<file path="config.mk">
export PLATFORM = sky130hd
export DESIGN_NAME = byte_to_c_literal_escaper_top
export DESIGN_NICKNAME = d
export VERILOG_FILES = /design/src/rtl/core/bcle_pkg.sv /design/src/rtl/core/byte_to_c_literal_escaper_top.sv /design/src/rtl/core/bcle_encoder.sv /design/src/rtl/core/bcle_serializer.sv
export SDC_FILE = /design/constraint.sdc
export NUM_CORES = 1
export LEC_CHECK = 0
export BUFFER_PORTS_ARGS = -buffer_cell sky130_fd_sc_hd__buf_2
export CORE_MARGIN = 10
export CORE_UTILIZATION = 50
export CTS_CLUSTER_SIZE = 30
export DETAILED_ROUTE_END_ITERATION = 7
export PLACE_DENSITY_LB_ADDON = 0.25
export SKIP_LAST_GASP = 1
export SYNTH_ARGS = -nofsm -noshare
export SYNTH_HDL_FRONTEND = slang
export SYNTH_SLANG_ARGS = --single-unit
</file>
<file path="constraint.sdc">
create_clock -name clk -period 7.2 [get_ports clk]
set_input_delay 1.44 -clock clk [delete_from_list [all_inputs] [get_ports clk]]
set_output_delay 1.44 -clock clk [all_outputs]
set_load 0.1 [all_outputs]
</file>
<file path="src/rtl/core/bcle_pkg.sv">
// ----------------------------------------------------------------------------
// bcle_pkg: shared types and constants for the C literal escaper
// Character and run types, run length limits and register indexes.
// ----------------------------------------------------------------------------
package bcle_pkg;

  localparam int unsigned MaxRun     = 8;
  localparam int unsigned RunLenW    = $clog2(MaxRun + 1);
  localparam int unsigned LimitW     = 12;
  localparam int unsigned CountW     = LimitW + 1;
  localparam int unsigned CfgIndexW  = 1;

  localparam logic [LimitW-1:0] LineLimitReset = 12'd120;

  // Register indexes on the configuration port
  localparam logic [CfgIndexW-1:0] CfgAlwaysEscape = 1'd0;
  localparam logic [CfgIndexW-1:0] CfgLineLimit    = 1'd1;

  typedef logic [7:0] char_t;

  // One fully expanded run: characters in emit order, element 0 first
  typedef struct packed {
    char_t [MaxRun-1:0] chars;
    logic  [RunLenW-1:0] len;
  } run_t;

endpackage

</file>
<file path="src/rtl/core/byte_to_c_literal_escaper_top.sv">
// ----------------------------------------------------------------------------
// byte_to_c_literal_escaper_top: C string literal escaper with line wrap
// An accepted input beat passes through the input register and then the output
// shift register before its first output beat. The output gives one character
// per cycle while out_ready is high; a byte's run holds 1, 2 or 4 characters,
// plus 4 when the line breaks. A held byte moves on once the run ahead of it is
// gone, or is on its last character and out_ready is high.
// Reset (rst, synchronous): pipeline empty, line counter zero,
// always_escape 0, line_limit 120.
// ----------------------------------------------------------------------------
module byte_to_c_literal_escaper_top
  import bcle_pkg::*;
(
  input  logic                 clk,
  input  logic                 rst,
  // input byte channel
  input  logic                 data_valid,
  output logic                 data_ready,
  input  logic [7:0]           data_byte,
  // escaped character channel
  output logic                 out_valid,
  input  logic                 out_ready,
  output logic [7:0]           out_char,
  output logic                 run_end,
  // configuration write channel
  input  logic                 cfg_valid,
  output logic                 cfg_ready,
  input  logic [CfgIndexW-1:0] cfg_index,
  input  logic [LimitW-1:0]    cfg_data
);

  // Configuration registers
  logic              always_escape;
  logic [LimitW-1:0] line_limit;

  // Input register: one byte waiting for the encoder
  logic              in_full;
  char_t             in_byte;

  // Line character counter and encoder results
  logic [CountW-1:0] line_count;
  logic [CountW-1:0] line_count_next;
  run_t              run;
  logic              load_ready;
  logic              encode_fire;

  // Configuration is always taken; writes to unknown indexes drop
  assign cfg_ready = 1'b1;

  always_ff @(posedge clk) begin
    if (rst) begin
      always_escape <= 1'b0;
      line_limit    <= LineLimitReset;
    end else if (cfg_valid) begin
      if (cfg_index == CfgAlwaysEscape) begin
        always_escape <= cfg_data[0];
      end else if (cfg_index == CfgLineLimit) begin
        line_limit <= cfg_data;
      end
    end
  end

  // The input register frees up in the same cycle its byte moves on,
  // so a fresh beat can follow back to back.
  assign encode_fire = in_full && load_ready;
  assign data_ready  = !in_full || load_ready;

  always_ff @(posedge clk) begin
    if (rst) begin
      in_full <= 1'b0;
    end else if (data_valid && data_ready) begin
      in_full <= 1'b1;
    end else if (encode_fire) begin
      in_full <= 1'b0;
    end
  end

  always_ff @(posedge clk) begin
    if (data_valid && data_ready) begin
      in_byte <= data_byte;
    end
  end

  // Expand the held byte into its full run, break included
  bcle_encoder u_encoder (
    .byte_in         (in_byte),
    .always_escape   (always_escape),
    .line_limit      (line_limit),
    .line_count      (line_count),
    .run             (run),
    .line_count_next (line_count_next)
  );

  // Advance the counter once per encoded byte
  always_ff @(posedge clk) begin
    if (rst) begin
      line_count <= '0;
    end else if (encode_fire) begin
      line_count <= line_count_next;
    end
  end

  // Emit the run one character per beat; run_end marks its last one
  bcle_serializer u_serializer (
    .clk        (clk),
    .rst        (rst),
    .load_valid (in_full),
    .load_ready (load_ready),
    .run        (run),
    .out_valid  (out_valid),
    .out_ready  (out_ready),
    .out_char   (out_char),
    .run_end    (run_end)
  );

  // Every encoded run has between one and eight characters
  a_run_len: assert property (@(posedge clk) disable iff (rst)
    encode_fire |-> (run.len != '0 && run.len <= RunLenW'(MaxRun)))
    else $error("encoded run length out of range");

  // The counter clears on a break, so it never runs far past the limit
  a_count_bound: assert property (@(posedge clk) disable iff (rst)
    line_count <= CountW'(4098))
    else $error("line counter overshoot");

  // A run handed to the serializer shows on the output the next cycle
  a_load_shows: assert property (@(posedge clk) disable iff (rst)
    encode_fire |=> out_valid)
    else $error("loaded run not presented");

endmodule

</file>
<file path="src/rtl/core/bcle_encoder.sv">
// ----------------------------------------------------------------------------
// bcle_encoder: byte to escaped run
// Classifies one byte, builds its escape characters and appends the line
// break when the line counter plus the escape length reaches the limit.
// ----------------------------------------------------------------------------
module bcle_encoder
  import bcle_pkg::*;
(
  input  char_t              byte_in,
  input  logic               always_escape,
  input  logic [LimitW-1:0]  line_limit,
  input  logic [CountW-1:0]  line_count,
  output run_t               run,
  output logic [CountW-1:0]  line_count_next
);

  typedef enum logic [1:0] {
    EscPlain,
    EscPair,
    EscOctal
  } esc_t;

  esc_t              cls;
  char_t             pair_char;
  logic [2:0]        base_len;
  logic [CountW-1:0] sum;
  logic              wrap;
  char_t             oct2;
  char_t             oct1;
  char_t             oct0;

  // Pick the escape class of the byte
  always_comb begin
    pair_char = "\\";
    if (always_escape) begin
      cls = EscOctal;
    end else if (byte_in >= 8'd32 && byte_in <= 8'd126 && byte_in != "\"" &&
                 byte_in != "\\" && byte_in != "?" && byte_in != ":" &&
                 byte_in != "%") begin
      cls = EscPlain;
    end else if (byte_in == 8'h0d) begin
      cls = EscPair;
      pair_char = "r";
    end else if (byte_in == 8'h0a) begin
      cls = EscPair;
      pair_char = "n";
    end else if (byte_in == 8'h09) begin
      cls = EscPair;
      pair_char = "t";
    end else if (byte_in == "\"") begin
      cls = EscPair;
      pair_char = "\"";
    end else if (byte_in == "\\") begin
      cls = EscPair;
      pair_char = "\\";
    end else begin
      cls = EscOctal;
    end
  end

  assign oct2 = 8'h30 + {6'd0, byte_in[7:6]};
  assign oct1 = 8'h30 + {5'd0, byte_in[5:3]};
  assign oct0 = 8'h30 + {5'd0, byte_in[2:0]};

  always_comb begin
    unique case (cls)
      EscPlain: base_len = 3'd1;
      EscPair:  base_len = 3'd2;
      EscOctal: base_len = 3'd4;
      default:  base_len = 3'd4;
    endcase
  end

  assign sum             = line_count + CountW'(base_len);
  assign wrap            = sum >= {1'b0, line_limit};
  assign line_count_next = wrap ? '0 : sum;

  // Lay out the run, break characters right after the escape
  always_comb begin
    run.chars = '0;
    unique case (cls)
      EscPlain: begin
        run.chars[0] = byte_in;
        if (wrap) begin
          run.chars[1] = "\"";
          run.chars[2] = 8'h0a;
          run.chars[3] = 8'h09;
          run.chars[4] = "\"";
        end
      end
      EscPair: begin
        run.chars[0] = "\\";
        run.chars[1] = pair_char;
        if (wrap) begin
          run.chars[2] = "\"";
          run.chars[3] = 8'h0a;
          run.chars[4] = 8'h09;
          run.chars[5] = "\"";
        end
      end
      default: begin
        run.chars[0] = "\\";
        run.chars[1] = oct2;
        run.chars[2] = oct1;
        run.chars[3] = oct0;
        if (wrap) begin
          run.chars[4] = "\"";
          run.chars[5] = 8'h0a;
          run.chars[6] = 8'h09;
          run.chars[7] = "\"";
        end
      end
    endcase
    run.len = RunLenW'(base_len) + (wrap ? RunLenW'(4) : RunLenW'(0));
  end

endmodule

</file>
<file path="src/rtl/core/bcle_serializer.sv">
// ----------------------------------------------------------------------------
// bcle_serializer: run to character stream
// Holds one run in a shift register and emits one character per beat.
// ----------------------------------------------------------------------------
module bcle_serializer
  import bcle_pkg::*;
(
  input  logic  clk,
  input  logic  rst,
  input  logic  load_valid,
  output logic  load_ready,
  input  run_t  run,
  output logic  out_valid,
  input  logic  out_ready,
  output char_t out_char,
  output logic  run_end
);

  char_t [MaxRun-1:0] chars;
  logic [RunLenW-1:0] cnt;
  logic               pop;

  assign out_valid  = cnt != '0;
  assign pop        = out_valid && out_ready;
  assign load_ready = (cnt == '0) || (cnt == RunLenW'(1) && out_ready);
  assign out_char   = chars[0];
  assign run_end    = cnt == RunLenW'(1);

  always_ff @(posedge clk) begin
    if (rst) begin
      cnt <= '0;
    end else if (load_valid && load_ready) begin
      cnt <= run.len;
    end else if (pop) begin
      cnt <= cnt - RunLenW'(1);
    end
  end

  // Load or advance the shift line; payload needs no reset
  always_ff @(posedge clk) begin
    if (load_valid && load_ready) begin
      chars <= run.chars;
    end else if (pop) begin
      chars <= {8'h00, chars[MaxRun-1:1]};
    end
  end

endmodule
</file>
* Yosys cells after proc, flatten, opt, wreduce, memory -nomap -nowiden
Cells that the tools add are included.
** Word-level totals
- Flip-flop bits (word level) :: 103
- Input bits :: 26
- Output and inout bits :: 12
- Logic and storage cells :: 83
** Cells by class
- Add/subtract/negate cells :: 6
- Magnitude comparators :: 3
- Eq/ne operators :: 12
- Multiplexer cells :: 26
- Bitwise logic cells :: 1
- Reduce and logical (&&, ||, !) cells :: 21
** Operators with widths (count)
- $mux 64 :: 2
- $pmux 40 s2 :: 1
- $mux 8 :: 5
- $ne 8x6->1 const B :: 4
- $mux 30 :: 1
- $eq 8x4->1 const B :: 3
- $pmux 8 s2 :: 1
- $add 6x3->7 const A :: 2
- $mux 14 :: 1
- $mux 2 :: 7
- $add 13x3->13 :: 1
- $ge 13x12->1 :: 1
- $mux 13 :: 1
- $logic_and 1x1->1 :: 10
- $eq 8x6->1 const B :: 1
- $eq 8x7->1 const B :: 1
- $ge 8x6->1 const B :: 1
- $le 8x7->1 const B :: 1
- $mux 4 :: 2
- $ne 8x7->1 const B :: 1
- $add 6x2->7 const A :: 1
- $mux 7 :: 1
- $pmux 3 s2 :: 1
- $add 3x4->4 :: 1
- other kinds (14) :: 18

* Logic depth before layout (Yosys ltp)
- Depth in word-level cells :: 16
- Gate-level depth with buffers :: 25
- Gate-level depth less buffers :: 23

* By module
Synthesis repeated with hierarchy kept, for this count alone.
** Second synthesis, totals
- Cell total of the unflattened synthesis :: 634
- Area total of the unflattened synthesis :: 5959.5 µm²
** Modules (own cells, without submodules)
- bcle_serializer :: instances 1, cells each 306, area an instance 3093.0 µm², sequential area each 2001.9 µm²
- byte_to_c_literal_escaper_top :: instances 1, cells each 129, area an instance 1451.4 µm², sequential area each 780.7 µm²
- bcle_encoder :: instances 1, cells each 199, area an instance 1415.1 µm², sequential area each 0.0 µm²

* Worst setup path after synthesis
No wires, ideal clock.
- Path type :: input port to output port
- Start :: in out_ready
- End :: out data_ready
- Arrival time :: 3835 ps
- Data required time :: 5760 ps
- Setup slack :: 1925 ps
- Stages :: 2
- Buffers on the path :: 0
- Cell sequence :: a21oi_1 -> o31ai_1
** Between the ends
- Longest elaborated chain between the ends :: 3
** RTL lines
- start: declaration :: RTL line byte_to_c_literal_escaper_top.sv:22 : input logic out_ready,
- $logic_and 1x1->1 :: RTL line bcle_serializer.sv:25 : assign load_ready = (cnt == '0) || (cnt == RunLenW'(1) && out_ready);
- $logic_or 1x1->1 :: RTL line bcle_serializer.sv:25
- $logic_or 1x1->1 :: RTL line byte_to_c_literal_escaper_top.sv:66 : assign data_ready = !in_full || load_ready;
- end: declaration :: RTL line byte_to_c_literal_escaper_top.sv:18 : output logic data_ready,
No other way between the ends.

* Worst setup path in the final report
- Start :: reg in_byte[2]
- End :: reg u_serializer.cnt[3]
** Between the ends
- Longest elaborated chain between the ends :: 16
- Elaborated cells between the ends (all ways) :: 33
- Classes of those cells :: 2 x add/sub; 3 x order compare; 11 x eq/ne; 10 x mux; 7 x reduce/logical
** RTL lines
- start: declaration :: RTL line byte_to_c_literal_escaper_top.sv:38 : char_t in_byte;
- start signal: assignment :: RTL line byte_to_c_literal_escaper_top.sv:80 : in_byte <= data_byte;
- $ge 8x6->1 / $le 8x7->1 (equally long branches) :: RTL line bcle_encoder.sv:37 : end else if (byte_in >= 8'd32 && byte_in <= 8'd126 && byte_in != "\"" &&
- $logic_and 1x1->1 (3 in series) :: RTL line bcle_encoder.sv:37
- $logic_and 1x1->1 (3 in series) :: RTL line bcle_encoder.sv:38 : byte_in != "\\" && byte_in != "?" && byte_in != ":" &&
- $mux 2 (*) :: RTL line bcle_encoder.sv:37
- $mux 2 (*) :: RTL line bcle_encoder.sv:35 : if (always_escape) begin
- $eq 2x1->1 / $logic_not 2->1 (equally long branches) :: RTL line bcle_encoder.sv:66 : unique case (cls)
- $pmux 3 s2 (*) :: RTL line bcle_encoder.sv:66
- $add 13x3->13 :: RTL line bcle_encoder.sv:74 : assign sum = line_count + CountW'(base_len);
- $ge 13x12->1 :: RTL line bcle_encoder.sv:75 : assign wrap = sum >= {1'b0, line_limit};
- $mux 3 :: RTL line bcle_encoder.sv:114 : run.len = RunLenW'(base_len) + (wrap ? RunLenW'(4) : RunLenW'(0));
- $add 3x4->4 (*) :: RTL line bcle_encoder.sv:114
- $mux 4 (*) :: RTL line bcle_serializer.sv:32 : end else if (load_valid && load_ready) begin
- end signal: assignment :: RTL line bcle_serializer.sv:33 : cnt <= run.len;
- end signal: assignment :: RTL line bcle_serializer.sv:35 : cnt <= cnt - RunLenW'(1);
- end: declaration :: RTL line bcle_serializer.sv:20 : logic [RunLenW-1:0] cnt;
Mark *: on every way between the ends. The rest lies on a longest branch, timed or not.
A chain may end at the register's enable or synchronous reset.

==> reports/summary.log <==
qor: routing.drt_iter0_markers 217
qor: clock_network.tritoncts built
qor: die.core.rowCount 32
qor: cells_and_area.diodes 0
qor: routing.routed-via-count 2,890
qor: clock_network.cts_setup_buffers 0
qor: outcome.run_status finished clean
qor: setup_path.critPathMaxStageDelay 0.76 ns
qor: clock_network.cts-buffers-inserted 9
qor: setup_path.critPathLaunch in_byte[2]
qor: setup_path.worst_ep_required_time 7.42 ns
qor: setup_path.cell_breakdown_of_the_critical_path nor3b_2 > o21ai_1 > a211oi_1 > o21ai_2 > inv_2 > nor2_1 > ha_1 > a21oi_1 > or4b_2 > xnor2_1 > ha_1 > nand3_1 > nor2_1 > a21oi_1 > and2_1 > inv_4 > ha_1 > nand2_1 > o21ai_0 > a22oi_1 > nor2_1
qor: logic_synthesis.synth_ff_type sky130_fd_sc_hd__edfxtp_1
qor: die.effective_utilization_at_floorplan 51.10%
qor: logic_synthesis.yosys-top-cells-count sky130_fd_sc_hd__nand2_1 (53), sky130_fd_sc_hd__edfxtp_1 (43), sky130_fd_sc_hd__dfxtp_1 (31), sky130_fd_sc_hd__a21oi_1 (24), sky130_fd_sc_hd__inv_1 (22)
qor: global_route.maximum_number_of_pins_on_one_net_before_global_route_repair 52
qor: timing.worst_clock_skew 0.007597 ns
qor: run.maxCapViolCount 0
qor: logic_synthesis.ys_ff_latch 74
qor: routing.route.detailed.vias_per_inst 5.590
qor: logic_synthesis.async_reset_ff_share 0%
qor: logic_synthesis.netlist_instances 390
qor: clock_network.cts-resized-gates 0
qor: pwr.pwr_density_cell 407.1 nW/um2
qor: logic_synthesis.cell_area_after_synthesis 3907 um2
qor: logic_synthesis.post_synth_cell_types 58
qor: clock_network.clk_transition_reported_paths 0.08 ns
qor: die.die-area 11,750 um2
qor: routing.ant_nets 0
qor: global_route.first_global_vias 2,777
qor: die.pin_count 38
qor: setup_path.regToRegStartpoint in_byte[2]
qor: routing.wire_per_inst 15.72 um
qor: logic_synthesis.synthMostInstantiatedCell sky130_fd_sc_hd__nand2_1
qor: setup_path.regToRegSetupSlack 1.39 ns
qor: logic_synthesis.synth_top_area_share 33.05%
qor: setup_path.timing.critical_path.fanout_max 15
qor: setup_path.r2r.worst_path.cells 21
qor: routing.totalWireLength 8128 um
qor: setup_path.critical_path_class reg2reg
qor: logic_synthesis.post_synth_main_area_contributors sky130_fd_sc_hd__edfxtp_1 (33%), sky130_fd_sc_hd__dfxtp_1 (16%), sky130_fd_sc_hd__ha_1 (6.1%)
qor: clock_network.cts_buffer_depth 2
qor: logic_synthesis.synth_area_per_cell 10.02 um2
qor: timing.timing.final.hold_violations 0
qor: setup_path.worst_path_dominant_cell_family simple AND/OR/NAND/NOR gates
qor: setup_path.setup.worst_path.end_class register
qor: setup_path.crit_end u_serializer.cnt[3]
qor: setup_path.slowest_stage_cell_cp sky130_fd_sc_hd__or4b_2
qor: setup_path.worstPathBufferInverterCount 2
qor: die.die_width 108.4 um
qor: die.die_h 108.4 um
qor: global_route.antenna_found_initial 0
qor: routing.drcViolationCount 0
qor: clock_network.cts_hold_buffers 0
qor: global_route.grtUsageTotal 14.31%
qor: global_route.wire_length_of_the_first_global_routing_pass 13,540 um
qor: logic_synthesis.post-synth-top-area-cell sky130_fd_sc_hd__edfxtp_1
qor: timing.final_min_period_over_clock_period 80.73%
qor: setup_path.worst_r2r_endpoint u_serializer.cnt[3]
qor: logic_synthesis.seq_area_frac_synth 48.93%
qor: clock_network.clk-insertion-delay-late 0.35 ns
qor: timing.slew_headroom 36.44%
qor: setup_path.setup.worst_path.start_class register
qor: clock_network.h_tree_lvls 3
qor: timing.timing_worst_slew_pin_value 0.9534 ns
qor: timing.timing.fmax 172.0 MHz
qor: logic_synthesis.synth-edff-count 43
qor: cells_and_area.postLayoutCellArea 4248 um2
qor: timing.final-max-slew-violation-count 0
qor: timing.fin_crit 5.812 ns
qor: timing.rsz0062_at_grt no
qor: logic_synthesis.synthesis.nets 436
qor: setup_path.cp.arrival 6.04 ns
qor: clock_network.cts.root.buffer_cell sky130_fd_sc_hd__clkbuf_8
qor: timing.final-setup-viol-count 0
qor: logic_synthesis.synthesis.yosys.warnings 0
qor: clock_network.cts.sink_count 74
qor: global_route.gr-total-overflow 0
qor: place.dpl-instance-area 4061 um2
qor: place.hpwlAfterDp 5657 um
qor: timing.setup_tns 0 ns
qor: pwr.power_leakage 0.001732 uW
qor: cells_and_area.drive_gt1_share 15.18%
qor: cells_and_area.flow.area_growth_from_synthesis 8.709%
qor: pwr.worst_ir_drop_vdd 0.4941 mV
qor: die.core_region_area 7647 um2
qor: setup_path.critical_path_depth 21
qor: min_path.min_path_type reg2reg
qor: place.gp_congestion 0.8813
qor: routing.first_pass_iters 6
qor: cells_and_area.num-nets-final 456
qor: place.io_buffers 36
==> cell type report <==
| class | count | area [um2] |
|---|---|---|
| inverters | 25 | 96.34 |
| multi-input cells | 263 | 1738 |
| well taps | 102 | 127.6 |
| clock inverters | 5 | 55.05 |
| repair buffers | 37 | 187.7 |
| clock buffers | 11 | 131.4 |
| fillers | 681 | 3400 |
| flip-flops and latches | 74 | 1912 |
==> where the power goes <==
part / switching [uW] / internal [uW] / total, uW
sequential: 60.7 / 646 / 707
clock: 155 / 160 / 315
combinational: 521 / 187 / 708
==> worst reg2reg max path: cells and delay by family, from the launching register on <==
family | cells | cell delay, ns
flops | 1 | 0.51
buf+inv | 2 | 0.25
fa+ha+maj | 3 | 0.80
simple gates | 8 | 2.17
xor+xnor | 1 | 0.22
compound gates | 7 | 1.73
==> metal layers <==
| layer | track usage (%) | wire, um | vias to the layer above | part of all wire, % |
|---|---|---|---|---|
| met5 | 0 | 0 | - | 0 |
| met4 | 5.838 | 152 | 0 | 1.9 |
| met3 | 3.569 | 390 | 15 | 4.8 |
| met2 | 22.20 | 3989 | 75 | 49 |
| met1 | 18.69 | 3596 | 1366 | 44 |
| li1 | - | - | 1434 | - |
==> through the flow <==
stage          worst slack (ns)  hold WS [ns]  total power, uW  std cells  utilization (%)
2_1_floorplan             1.925        0.4362             1318        390                -
3_5_place_dp              1.464        0.4514             1428        501            53.11
6_report                  1.388        0.4625             1729        517            55.55
5_1_grt                  0.9243        0.4884             1829        517            55.55
3_3_place_gp              1.622        0.4483             1419        501            53.11
4_1_cts                   1.420        0.4626             1742        517            55.55
==> placed cells by master (no fill, tap or decap), drive strengths merged, types with 4 or more instances in the layout <==
cell type	count
a211oi	4
a21o	7
a21oi	24
a22o	9
and2	15
and3	8
buf	37
clkbuf	11
dfxtp	31
edfxtp	43
ha	19
inv	26
nand2	53
nand2b	4
nand3	4
nor2	14
nor2b	6
nor3	9
nor4	4
o211ai	13
o21ai	18
o31ai	4
xnor2	9
==> state kept, by name, indices dropped and copies added, names as in the netlist <==
signal and flops:
u_serializer.chars 27, line_count 13, line_limit 12, in_byte 8, u_serializer.out_char 8, u_serializer.cnt 4
always_escape 1, in_full 1
==> cell families after synthesis <==
| family | count (synthesis) | share of synthesized area, % |
|---|---|---|
| other | 2 | 0.1922 |
| muxes | 2 | 0.5443 |
| DFF | 74 | 48.93 |
| AOI/OAI and AO/OA | 100 | 17.93 |
| adders and majority gates | 20 | 6.596 |
| buffers and inverters | 53 | 6.596 |
| and+or+nand+nor | 127 | 16.52 |
| xor gates and xnor gates | 12 | 2.690 |
==> worst min-delay path by stage <==
stage / start / to / slack [ns] / cells after the start
after floorplan: line_count[0] / line_count[0] / 0.44 / 2
after CTS: line_limit[11] / line_limit[11] / 0.46 / 2
after global placement: line_limit[11] / line_limit[11] / 0.45 / 2
after global routing: line_limit[7] / line_limit[7] / 0.49 / 2
final: line_limit[11] / line_limit[11] / 0.46 / 2
after detailed placement: line_limit[11] / line_limit[11] / 0.45 / 2
No activity file was read; power rests on OpenSTA's default activity.
